### src/hdl/rqs_pkg.sv
// ----------------------------------------------------------------------------
// rqs_pkg
// Shared types and codes for the ready-queue CPU scheduler.
// ----------------------------------------------------------------------------
package rqs_pkg;

    localparam int QUEUE_DEPTH_DEF = 16;
    localparam int CPU_COUNT_DEF   = 8;

    localparam logic [1:0] OP_WAKE     = 2'd0;
    localparam logic [1:0] OP_PREEMPT  = 2'd1;
    localparam logic [1:0] OP_SCHEDULE = 2'd2;
    localparam logic [1:0] OP_RESERVED = 2'd3;

    localparam logic [1:0] KIND_ENQ      = 2'd0;
    localparam logic [1:0] KIND_DISPATCH = 2'd1;
    localparam logic [1:0] KIND_PREEMPT  = 2'd2;

    localparam logic [1:0] MODE_RR     = 2'd1;
    localparam logic [1:0] MODE_STATIC = 2'd2;

    localparam logic [1:0] CFG_MODE   = 2'd0;
    localparam logic [1:0] CFG_SLICE  = 2'd1;
    localparam logic [1:0] CFG_ACTIVE = 2'd2;

    typedef enum logic [12:0] {
        S_IDLE = 13'b0000000000001,
        S_CRD  = 13'b0000000000010,
        S_CRW  = 13'b0000000000100,
        S_ENQ  = 13'b0000000001000,
        S_SCRD = 13'b0000000010000,
        S_SCCK = 13'b0000000100000,
        S_SHRD = 13'b0000001000000,
        S_SHWR = 13'b0000010000000,
        S_INS  = 13'b0000100000000,
        S_VRD  = 13'b0001000000000,
        S_VCK  = 13'b0010000000000,
        S_DQ   = 13'b0100000000000,
        S_DQWR = 13'b1000000000000
    } t_state;

endpackage

### src/hdl/ready_queue_cpu_scheduler.sv
// ----------------------------------------------------------------------------
// ready_queue_cpu_scheduler
// Ready queue and per-CPU run state; wake, preempt and schedule requests.
// ----------------------------------------------------------------------------
// Input channel (i_in_valid / o_in_ready) carries one request: op, proc_id,
// priority_req, cpu_id. Output channel (o_out_valid / i_out_ready) returns
// exactly one result per request. A single sequencer walks the request over
// one queue memory port and one CPU memory port, one entry per step.
// Steps: a wake enqueues; a schedule dispatches from the queue head; a preempt
// of a busy CPU first reads its run entry and requeues that process (skipped,
// with overflow, when the queue is full), then dispatches. In static mode the
// sorted insert reads and checks each entry scanned and reads and writes each
// entry moved, and a wake then scans the active CPUs one at a time.
// A new request is taken only when the sequencer is idle and holds no result;
// the result register lets it accept the next request while a result waits.
// If the receiver stalls, a finished result waits in the sequencer until the
// result register frees. Reset (synchronous, active low) empties the queue,
// marks every CPU idle and restores the register defaults; no clearing pass.
// Config writes are taken at any edge with i_cfg_we high.
// ----------------------------------------------------------------------------
module ready_queue_cpu_scheduler #(
    parameter int QUEUE_DEPTH = rqs_pkg::QUEUE_DEPTH_DEF,
    parameter int CPU_COUNT   = rqs_pkg::CPU_COUNT_DEF
) (
    input  logic        i_clk,
    input  logic        i_rst_n,
    input  logic        i_cfg_we,
    input  logic [1:0]  i_cfg_addr,
    input  logic [15:0] i_cfg_data,
    input  logic        i_in_valid,
    output logic        o_in_ready,
    input  logic [1:0]  i_op,
    input  logic [7:0]  i_proc_id,
    input  logic [3:0]  i_priority_req,
    input  logic [2:0]  i_cpu_id,
    output logic        o_out_valid,
    input  logic        i_out_ready,
    output logic [1:0]  o_kind,
    output logic [2:0]  o_out_cpu,
    output logic [7:0]  o_out_proc,
    output logic        o_out_proc_valid,
    output logic [15:0] o_out_slice,
    output logic        o_overflow
);
    import rqs_pkg::*;

    localparam int AW  = $clog2(QUEUE_DEPTH);
    localparam int CW  = (CPU_COUNT > 1) ? $clog2(CPU_COUNT) : 1;
    localparam int LIM = (CPU_COUNT < 8) ? CPU_COUNT : 8;
    localparam logic [AW:0] DEPTH_C = (AW + 1)'(QUEUE_DEPTH);

    function automatic logic [AW-1:0] phys(input logic [AW-1:0] head,
                                           input logic [AW:0]   lidx);
        logic [AW:0] s;
        s = {1'b0, head} + {1'b0, lidx[AW-1:0]};
        if (s >= DEPTH_C) s = s - DEPTH_C;
        return s[AW-1:0];
    endfunction

    function automatic logic [CW-1:0] cidx(input logic [3:0] c);
        logic [63:0] t;
        t = {60'd0, c};
        return t[CW-1:0];
    endfunction

    // config
    logic [1:0]  r_mode;
    logic [15:0] r_slice;
    logic [3:0]  r_active;

    // storage
    logic [11:0] qmem [QUEUE_DEPTH];
    logic [11:0] cmem [CPU_COUNT];
    logic [11:0] r_qrd, r_crd;
    logic [CPU_COUNT-1:0] r_busy;
    logic [AW-1:0] r_head;
    logic [AW:0]   r_count;

    // sequencer
    t_state r_state, n_state;
    logic [1:0] r_op;
    logic [2:0] r_cpu;
    logic [7:0] r_en_proc;
    logic [3:0] r_en_prio;
    logic [AW:0] r_pos, r_i;
    logic [3:0]  r_vi;
    logic [2:0]  r_low;
    logic [3:0]  r_low_prio;
    logic        r_done;

    // pending result
    logic [1:0]  r_kind;
    logic [2:0]  r_rcpu;
    logic [7:0]  r_rproc;
    logic        r_rpv;
    logic [15:0] r_rslice;
    logic        r_rovf;

    // output register
    logic        r_ov;
    logic [1:0]  r_okind;
    logic [2:0]  r_ocpu;
    logic [7:0]  r_oproc;
    logic        r_opv;
    logic [15:0] r_oslice;
    logic        r_oovf;

    logic [3:0]  ncpu;
    logic        q_re, q_we, c_re, c_we;
    logic [AW-1:0] q_raddr, q_waddr;
    logic [CW-1:0] c_raddr, c_waddr;
    logic [11:0] q_wdata, c_wdata;
    logic        out_free, accept;

    always_comb begin
        ncpu = (r_active == 4'd0) ? 4'd1 : r_active;
        if (32'(ncpu) > LIM) ncpu = 4'(LIM);
    end

    assign o_in_ready = (r_state == S_IDLE) && !r_done;
    assign accept     = i_in_valid && o_in_ready;
    assign out_free   = !r_ov || i_out_ready;

    // memory port control
    always_comb begin
        q_re = 1'b0; q_we = 1'b0; c_re = 1'b0; c_we = 1'b0;
        q_raddr = phys(r_head, r_pos);
        q_waddr = phys(r_head, r_pos);
        q_wdata = {r_en_proc, r_en_prio};
        c_raddr = cidx({1'b0, r_cpu});
        c_waddr = cidx({1'b0, r_cpu});
        c_wdata = r_qrd;
        unique case (r_state)
            S_CRD:  c_re = 1'b1;
            S_SCRD: q_re = 1'b1;
            S_SHRD: begin
                q_re    = r_i > r_pos;
                q_raddr = phys(r_head, r_i - 1'b1);
            end
            S_SHWR: begin
                q_we    = 1'b1;
                q_waddr = phys(r_head, r_i);
                q_wdata = r_qrd;
            end
            S_INS:  q_we = 1'b1;
            S_VRD: begin
                c_re    = 1'b1;
                c_raddr = cidx(r_vi);
            end
            S_DQ: begin
                q_re    = 1'b1;
                q_raddr = r_head;
            end
            S_DQWR: c_we = 1'b1;
            default: ;
        endcase
    end

    always_ff @(posedge i_clk) begin
        if (q_we) qmem[q_waddr] <= q_wdata;
        if (q_re) r_qrd <= qmem[q_raddr];
        if (c_we) cmem[c_waddr] <= c_wdata;
        if (c_re) r_crd <= cmem[c_raddr];
    end

    always_comb begin
        n_state = r_state;
        unique case (r_state)
            S_IDLE: begin
                if (accept) begin
                    if (i_op == OP_WAKE) begin
                        n_state = S_ENQ;
                    end else if ((i_op == OP_PREEMPT || i_op == OP_SCHEDULE)
                                 && ({1'b0, i_cpu_id} < ncpu)) begin
                        if (i_op == OP_PREEMPT && r_busy[cidx({1'b0, i_cpu_id})])
                            n_state = S_CRD;
                        else
                            n_state = S_DQ;
                    end
                end
            end
            S_CRD:  n_state = S_CRW;
            S_CRW:  n_state = S_ENQ;
            S_ENQ: begin
                if (r_count == DEPTH_C)
                    n_state = (r_op == OP_WAKE) ? S_IDLE : S_DQ;
                else if (r_mode == MODE_STATIC && r_count != '0)
                    n_state = S_SCRD;
                else
                    n_state = S_SHRD;
            end
            S_SCRD: n_state = S_SCCK;
            S_SCCK: begin
                if (r_qrd[3:0] >= r_en_prio && (r_pos + 1'b1) < r_count)
                    n_state = S_SCRD;
                else
                    n_state = S_SHRD;
            end
            S_SHRD: n_state = (r_i > r_pos) ? S_SHWR : S_INS;
            S_SHWR: n_state = S_SHRD;
            S_INS: begin
                if (r_op != OP_WAKE)           n_state = S_DQ;
                else if (r_mode == MODE_STATIC) n_state = S_VRD;
                else                            n_state = S_IDLE;
            end
            S_VRD: begin
                if (r_vi == ncpu || !r_busy[cidx(r_vi)]) n_state = S_IDLE;
                else                                     n_state = S_VCK;
            end
            S_VCK:  n_state = S_VRD;
            S_DQ:   n_state = (r_count == '0) ? S_IDLE : S_DQWR;
            S_DQWR: n_state = S_IDLE;
            default: n_state = S_IDLE;
        endcase
    end

    // r_done marks a finished result waiting for the output register
    always_ff @(posedge i_clk) begin
        if (!i_rst_n) begin
            r_state  <= S_IDLE;
            r_done   <= 1'b0;
            r_ov     <= 1'b0;
            r_busy   <= '0;
            r_count  <= '0;
            r_head   <= '0;
            r_mode   <= 2'd0;
            r_slice  <= 16'd0;
            r_active <= 4'd1;
        end else begin
            if (i_cfg_we) begin
                priority case (i_cfg_addr)
                    CFG_MODE:   r_mode   <= i_cfg_data[1:0];
                    CFG_SLICE:  r_slice  <= i_cfg_data;
                    CFG_ACTIVE: r_active <= i_cfg_data[3:0];
                    default: ;
                endcase
            end
            r_state <= n_state;
            if (r_done && out_free) begin
                r_done   <= 1'b0;
                r_ov     <= 1'b1;
                r_okind  <= r_kind;
                r_ocpu   <= r_rcpu;
                r_oproc  <= r_rproc;
                r_opv    <= r_rpv;
                r_oslice <= r_rslice;
                r_oovf   <= r_rovf;
            end else if (i_out_ready) begin
                r_ov <= 1'b0;
            end
            if (r_state != S_IDLE && n_state == S_IDLE) r_done <= 1'b1;
            if (accept && n_state == S_IDLE) r_done <= 1'b1;

            unique case (r_state)
                S_IDLE: begin
                    if (accept) begin
                        r_op      <= i_op;
                        r_cpu     <= i_cpu_id;
                        r_en_proc <= i_proc_id;
                        r_en_prio <= i_priority_req;
                        r_kind    <= KIND_ENQ;
                        r_rcpu    <= 3'd0;
                        r_rproc   <= 8'd0;
                        r_rpv     <= 1'b0;
                        r_rslice  <= 16'd0;
                        r_rovf    <= 1'b0;
                    end
                end
                S_CRW: begin
                    r_en_proc <= r_crd[11:4];
                    r_en_prio <= r_crd[3:0];
                    r_busy[cidx({1'b0, r_cpu})] <= 1'b0;
                end
                S_ENQ: begin
                    if (r_count == DEPTH_C) r_rovf <= 1'b1;
                    r_i <= r_count;
                    r_pos <= (r_mode == MODE_STATIC) ? '0 : r_count;
                end
                S_SCCK: begin
                    if (r_qrd[3:0] >= r_en_prio) r_pos <= r_pos + 1'b1;
                end
                S_SHWR: r_i <= r_i - 1'b1;
                S_INS: begin
                    r_count <= r_count + 1'b1;
                    r_vi    <= 4'd0;
                end
                S_VRD: begin
                    if (r_vi == ncpu && r_low_prio < r_en_prio) begin
                        r_kind <= KIND_PREEMPT;
                        r_rcpu <= r_low;
                    end
                end
                S_VCK: begin
                    if (r_vi == 4'd0 || r_crd[3:0] < r_low_prio) begin
                        r_low      <= r_vi[2:0];
                        r_low_prio <= r_crd[3:0];
                    end
                    r_vi <= r_vi + 1'b1;
                end
                S_DQ: begin
                    r_kind   <= KIND_DISPATCH;
                    r_rcpu   <= r_cpu;
                    r_rslice <= (r_mode == MODE_RR) ? r_slice : 16'd0;
                    if (r_count == '0) r_busy[cidx({1'b0, r_cpu})] <= 1'b0;
                end
                S_DQWR: begin
                    r_busy[cidx({1'b0, r_cpu})] <= 1'b1;
                    r_head  <= phys(r_head, (AW + 1)'(1));
                    r_count <= r_count - 1'b1;
                    r_rproc <= r_qrd[11:4];
                    r_rpv   <= 1'b1;
                end
                default: ;
            endcase
        end
    end

    assign o_out_valid      = r_ov;
    assign o_kind           = r_okind;
    assign o_out_cpu        = r_ocpu;
    assign o_out_proc       = r_oproc;
    assign o_out_proc_valid = r_opv;
    assign o_out_slice      = r_oslice;
    assign o_overflow       = r_oovf;

    a_count_bound: assert property (@(posedge i_clk) disable iff (!i_rst_n)
        r_count <= DEPTH_C) else $error("queue count beyond depth");

    a_nondispatch_clean: assert property (@(posedge i_clk) disable iff (!i_rst_n)
        (r_ov && r_okind != KIND_DISPATCH) |-> (!r_opv && r_oslice == 16'd0))
        else $error("non-dispatch result carries dispatch fields");

    a_busy_after_pop: assert property (@(posedge i_clk) disable iff (!i_rst_n)
        (r_state == S_DQWR) |=> (r_busy[cidx({1'b0, r_cpu})] && r_rpv))
        else $error("dispatch did not mark cpu busy");

    a_one_job: assert property (@(posedge i_clk) disable iff (!i_rst_n)
        accept |=> !o_in_ready) else $error("request taken while busy");

endmodule
### config.mk
export PLATFORM = sky130hd
export DESIGN_NAME = ready_queue_cpu_scheduler
export DESIGN_NICKNAME = d
export VERILOG_FILES = /design/src/hdl/rqs_pkg.sv /design/src/hdl/ready_queue_cpu_scheduler.sv
export SDC_FILE = /design/constraint.sdc
export NUM_CORES = 1
export LEC_CHECK = 0
export BUFFER_PORTS_ARGS = -buffer_cell sky130_fd_sc_hd__buf_2
export CAP_MARGIN = 20
export CELL_PAD_IN_SITES_DETAIL_PLACEMENT = 2
export CELL_PAD_IN_SITES_GLOBAL_PLACEMENT = 2
export CORE_AREA = 2 2 215 217
export CTS_CLUSTER_SIZE = 25
export DETAILED_ROUTE_END_ITERATION = 8
export DIE_AREA = 0 0 217 219
export HOLD_SLACK_MARGIN = 0.1
export PLACE_DENSITY = 0.78
export REMOVE_ABC_BUFFERS = 1
export SETUP_SLACK_MARGIN = 0.3
export SLEW_MARGIN = 15
export SYNTH_ARGS = -nofsm -noshare
export SYNTH_HDL_FRONTEND = slang
export SYNTH_SLANG_ARGS = --single-unit
### constraint.sdc
create_clock -name i_clk -period 4.7 [get_ports i_clk]
set_clock_uncertainty 0.05 [all_clocks]
set_input_delay 0.705 -clock i_clk [delete_from_list [all_inputs] [get_ports i_clk]]
set_output_delay 0.705 -clock i_clk [all_outputs]
set_load 0.05 [all_outputs]
Word-level counts from Yosys, hierarchy flattened
Memory sizes are Yosys's and may differ from the RTL's. A register that Yosys moved wholly into a read port is not among the register bits.
Index checks and enable logic that the tools add are counted.
- memories kept: 2
- word-level logic and storage cells: 217
- memory bits (writable): 288
- bits in registers: 154
- input port bits: 40
- reduce and logical (&&, ||, !) cells: 56
- equal/unequal tests: 28
- bitwise logic cells: 3
- magnitude comparators: 15
- add/sub/neg operators: 13
- muxes and demuxes: 70
- memory list (name ; depth ; bits a word ; read ports ; clocked after memory_dff ; wr ports ; line ; text):
    qmem ; 16 ; 12 ; 1 ; 1 ; 1 ; ready_queue_cpu_scheduler.sv:72 ; logic [11:0] qmem [QUEUE_DEPTH];
    cmem ; 8 ; 12 ; 1 ; 1 ; 1 ; ready_queue_cpu_scheduler.sv:73 ; logic [11:0] cmem [CPU_COUNT];
- operators with widths (kind ; count):
    $pmux W13 S12 ; 1
    $mux W12 ; 5
    $mux W13 ; 4
    $mux W16 ; 2
    $mux W4 ; 8
    $pmux W16 S2 ; 1
    $pmux W8 S2 ; 2
    $pmux W5 S2 ; 3
    $eq A13 B1 Y1 const B ; 2
    $mux W8 ; 3
    $pmux W4 S2 ; 3
    $pmux W8 S3 ; 1
    $ge A5 B5 Y1 const B ; 4
    $reduce_bool A2 Y1 ; 10
    $reduce_and A3 Y1 ; 6
    $mux W1 ; 17
    $sub A4 B1 Y4 const B ; 4
    $add A4 B4 Y5 ; 3
    $mux W7 ; 2
    $reduce_and A2 Y1 ; 7
    $eq A13 B10 Y1 const B ; 1
    $eq A13 B11 Y1 const B ; 1
    $eq A13 B12 Y1 const B ; 1
    $eq A13 B13 Y1 const B ; 1
    other kinds (50) ; 93

Longest topological paths before layout
- depth in word-level cells: 14
- gate-level depth with buffers: 13

Worst setup path before layout
OpenSTA, ideal clock, no wires.
- kind: register to register
- from: reg r_state[1]
- to: mem cmem[4][0] (enable)
- cell stages (with the launch flop): 9
- setup time: 396 ps
- setup slack: 1391 ps
- path buffers: 2
- arrival time: 2863 ps
- required time: 4254 ps
- cell sequence: dfxtp_1 nor3_1 nand3_1 or3_1 clkbuf_1 inv_1 clkbuf_1 nand2_1 nor3_1
- cells in the longest elaborated chain, start to end: 4
- RTL lines (element ; line ; text):
    from (decl) ; ready_queue_cpu_scheduler.sv:80 ; t_state r_state, n_state;
    from (signal assigned) ; ready_queue_cpu_scheduler.sv:238 ; r_state <= n_state;
    $eq A13 B13 Y1 ; ready_queue_cpu_scheduler.sv:133 ; unique case (r_state)
    $mux W1 ; ready_queue_cpu_scheduler.sv:133 ;
    $mux W1 ; ready_queue_cpu_scheduler.sv:162 ; if (c_we) cmem[c_waddr] <= c_wdata;
    $mux W1 (implied by the code) ; ready_queue_cpu_scheduler.sv:162 ;
    to (decl) ; ready_queue_cpu_scheduler.sv:73 ;
No other way between the ends.

Final worst setup path
- from: reg r_state[1]
- to: reg r_qrd[11] (netlist: c_wdata[11]) (read register of qmem), data pin
- cells in the longest elaborated chain, start to end: 3
- elaborated cells on any way between the ends: 6
- RTL lines (element ; line ; text):
    $eq A13 B12 Y1 or $eq A13 B5 Y1 (tied branches) ; ready_queue_cpu_scheduler.sv:133 ;
    $reduce_or A2 Y1 (no source line) ; -- ;
    $pmux W1 S2 ; ready_queue_cpu_scheduler.sv:133 ;
    to (decl) ; ready_queue_cpu_scheduler.sv:74 ; logic [11:0] r_qrd, r_crd;
Parallel ways exist; a longest one is shown, timed or not.
A chain may end at the register's enable or synchronous reset.

==> impl_metrics.toml <==
[power]
clkPwrFrac_pct = 43.6
p_int_uw = 7020
power.switching_uw = 2130
p_per_area_mw_per_mm2 = 403
ir_drop_mv = 0.289
switching_share_pct = 23.3
comb_power_share_pct = 5.6
p_leak_uw = 0.00820
power_frac_seq_pct = 50.7

[worst_setup_path]
critical_path_class = "reg -> reg"
path_max_fanout = 10
worstSetupStartpointType = "register"
reg2reg_slack_ns = 0.88
worstPathRequired_ns = 4.99
timing.critical_path.to_type = "register"
cp.arrival_ns = 4.11

[clock_network]
tritoncts = "done"
post_cts_buffers = 0
clkTransAtPathRegs_ns = 0.06
cts.sinks = 466
cts-resized-gates = 0
numCtsBuffers = 50
cts_hold_buf = 0
cts_root_buf = "clkbuf_16"
ctsHtreeMaxLevel = 2
clock_latency_ns = 0.61
cts.path.max_buffers = 3

[logic_synthesis]
async_flop_share_pct = 0
synth_top_area_cell = "edfxtp_1"
syn-cell-area_sq_mm = 0.0198
yosysMostFrequentCell = "edfxtp_1"
synth_edf_count = 412
synth_seq_area_share_pct = 68.1
netlist_top_cells_area = "edfxtp_1 (63%), dfxtp_1 (5.5%), mux2i_1 (4.4%), nand2_1 (3.9%), ha_1 (2.5%)"
syn_inst = 1462
ys_warn_count = 0
yosys_most_used_dff = "edfxtp_1"
ys_seq_elements = 466
syn_avg_cell_area_sq_um = 13.5
synth_top_area_share_pct = 62.6
synth_common_cells = "edfxtp_1 (412), nand2_1 (207), a21oi_1 (94)"
synthDistinctLibCells = 67

[cells_and_area]
post-route-util_pct = 50.4
insertedDiodeCount = 0
fill_cells = 4273
drive_gt1_share_pct = 16.1
nets = 1652
area.growth.synth_to_final_pct = 14.9

[global_route]
grt_busiest_layer = "met2"
grt_pass1_vias = 14264
global_route.usage.met2_pct = 47.8
grtUsageMet1_pct = 31.4
grt_pass1_wl_microns = 91400
grt_max_degree = 49
grt_antenna_before_repair = 2
met3_usage_pct = 3.63
overflow = 0
grt_usage_pct = 26.2

[floorplan]
die_y_microns = 219
dieArea_sq_mm = 0.0475
io-pin-count = 73
initial_core_util_pct = 43.8
die_w_microns = 217
rows = 78
core_sq_mm = 0.0451

[detailed_routing]
drtIter0Drc = 849
route.detailed.drc = 0
drt-total-wl_microns = 61400
wl_per_cell_microns = 27.8
avgViaCountPerCell = 5.77
num_vias = 12746
antenna_left = 0
first_pass_iters = 5

[placed_design]
gp_congestion = 0.854
portBuffers = 72
dpl.hpwl_microns = 39600

[job]
max-cap-violations = 0

[outcome]
status = "complete, no violations"

[timing]
finalCritPeriodShare_pct = 81.2
slew_headroom_pct = 27.1
period_needed_ns = 3.82
drv_slew = 0
setup_viol = 0
worst_pin_slew_ns = 1.09
rsz0062_at_grt = "false"
setup_tns_ns = 0
hold_viol = 0
fmax_mhz = 262

[worst_hold_path]
holdCritPathClass = "in -> reg"
## power groups by stage
stage	sequential (uW)	combinational, uW	clock [uW]
after floorplan	4790	248	0
after global placement	4720	484	0
after detailed placement	4730	509	0
after CTS	4640	519	4060
after global routing	4650	555	4190
final	4640	516	3990
## kinds of logic after synthesis
logic type	count (synthesis)	share of synthesized area, %
xor gates and xnor gates	26	1.15
muxes	114	6.18
AOI/OAI and AO/OA	250	8.27
DFF	466	68.1
buffers and inverters	118	2.73
and+or+nand+nor	444	10.7
adders and majority gates	44	2.94
## routing by layer
metal / wire [microns] / up-vias
met5: 13 / -
met4: 2000 / 2
met3: 2490 / 126
met2: 32100 / 322
met1: 24800 / 6611
li1: - / 5685
## state kept, by name, indices dropped and copies added, names as in the netlist, 4 cells and up, named ones only
signal and count:
qmem 192, r_pos 5, r_slice 16, cmem 96, r_low_prio 4, c_wdata 12, r_en_prio 4, r_rslice 16
r_active 4, r_i 5, r_crd 12, r_rproc 8, r_count 5, r_en_proc 8, o_out_proc 8, r_head 4
o_out_slice 16, r_state 13, r_vi 4
## worst max-delay path: stages, from the launching register on
cell and delay [ns]:
dfxtp_1 0.39, nor3_1 0.56, and3_1 0.45, nand2_1 0.28, inv_1 0.33, a221oi_1 0.17
nand3_1 0.57, buf_4 0.26, a221oi_1 0.06, or4_1 0.44
## worst paths after layout
kind / start / to / depth (start not counted)
max: r_state[1] / c_wdata[11] / 9
min: i_op[1] / r_op[1] / 1
max reg2reg: r_state[1] / c_wdata[11] / 9
min reg2reg: r_rpv / o_out_proc_valid / 0
## placed cells by master, fill, tap and decap left out, types with 16 or more instances in the layout
master and count:
buf_2 72, nor2_1 80, and2_1 27, nand2_1 207, mux2i_1 83, nor3_1 16, nand3_1 23, o21ai_0 44
clkbuf_16 51, xnor2_1 19, mux2_2 24, edfxtp_1 412, a221oi_1 50, a21oi_1 94, ha_1 40, inv_1 39
dfxtp_1 54, buf_4 53
## per-stage QoR
stage	instances	setup WS [ns]	area [sq um]	hold slack, ns	total power [uW]
after floorplan	1384	-0.646	19400	0.350	5030
after CTS	2210	0.918	22700	0.236	9230
after global routing	2210	0.731	22700	0.250	9400
final	2210	0.883	22700	0.267	9150
after global placement	2116	1.09	21100	0.350	5200
after detailed placement	2116	0.941	21100	0.356	5240
## area by class of cell
type / count / area [sq um] / share of cell area, %
Multi-Input combinational cell: 878 / 5840 / 25.7
Sequential cell: 466 / 13500 / 59.2
Clock buffer: 64 / 1340 / 5.88
Clock inverter: 30 / 289 / 1.27
Tap cell: 600 / 751 / 3.31
Timing Repair Buffer: 132 / 898 / 3.96
Inverter: 40 / 150 / 0.661
(Power assumes the default switching activity.)
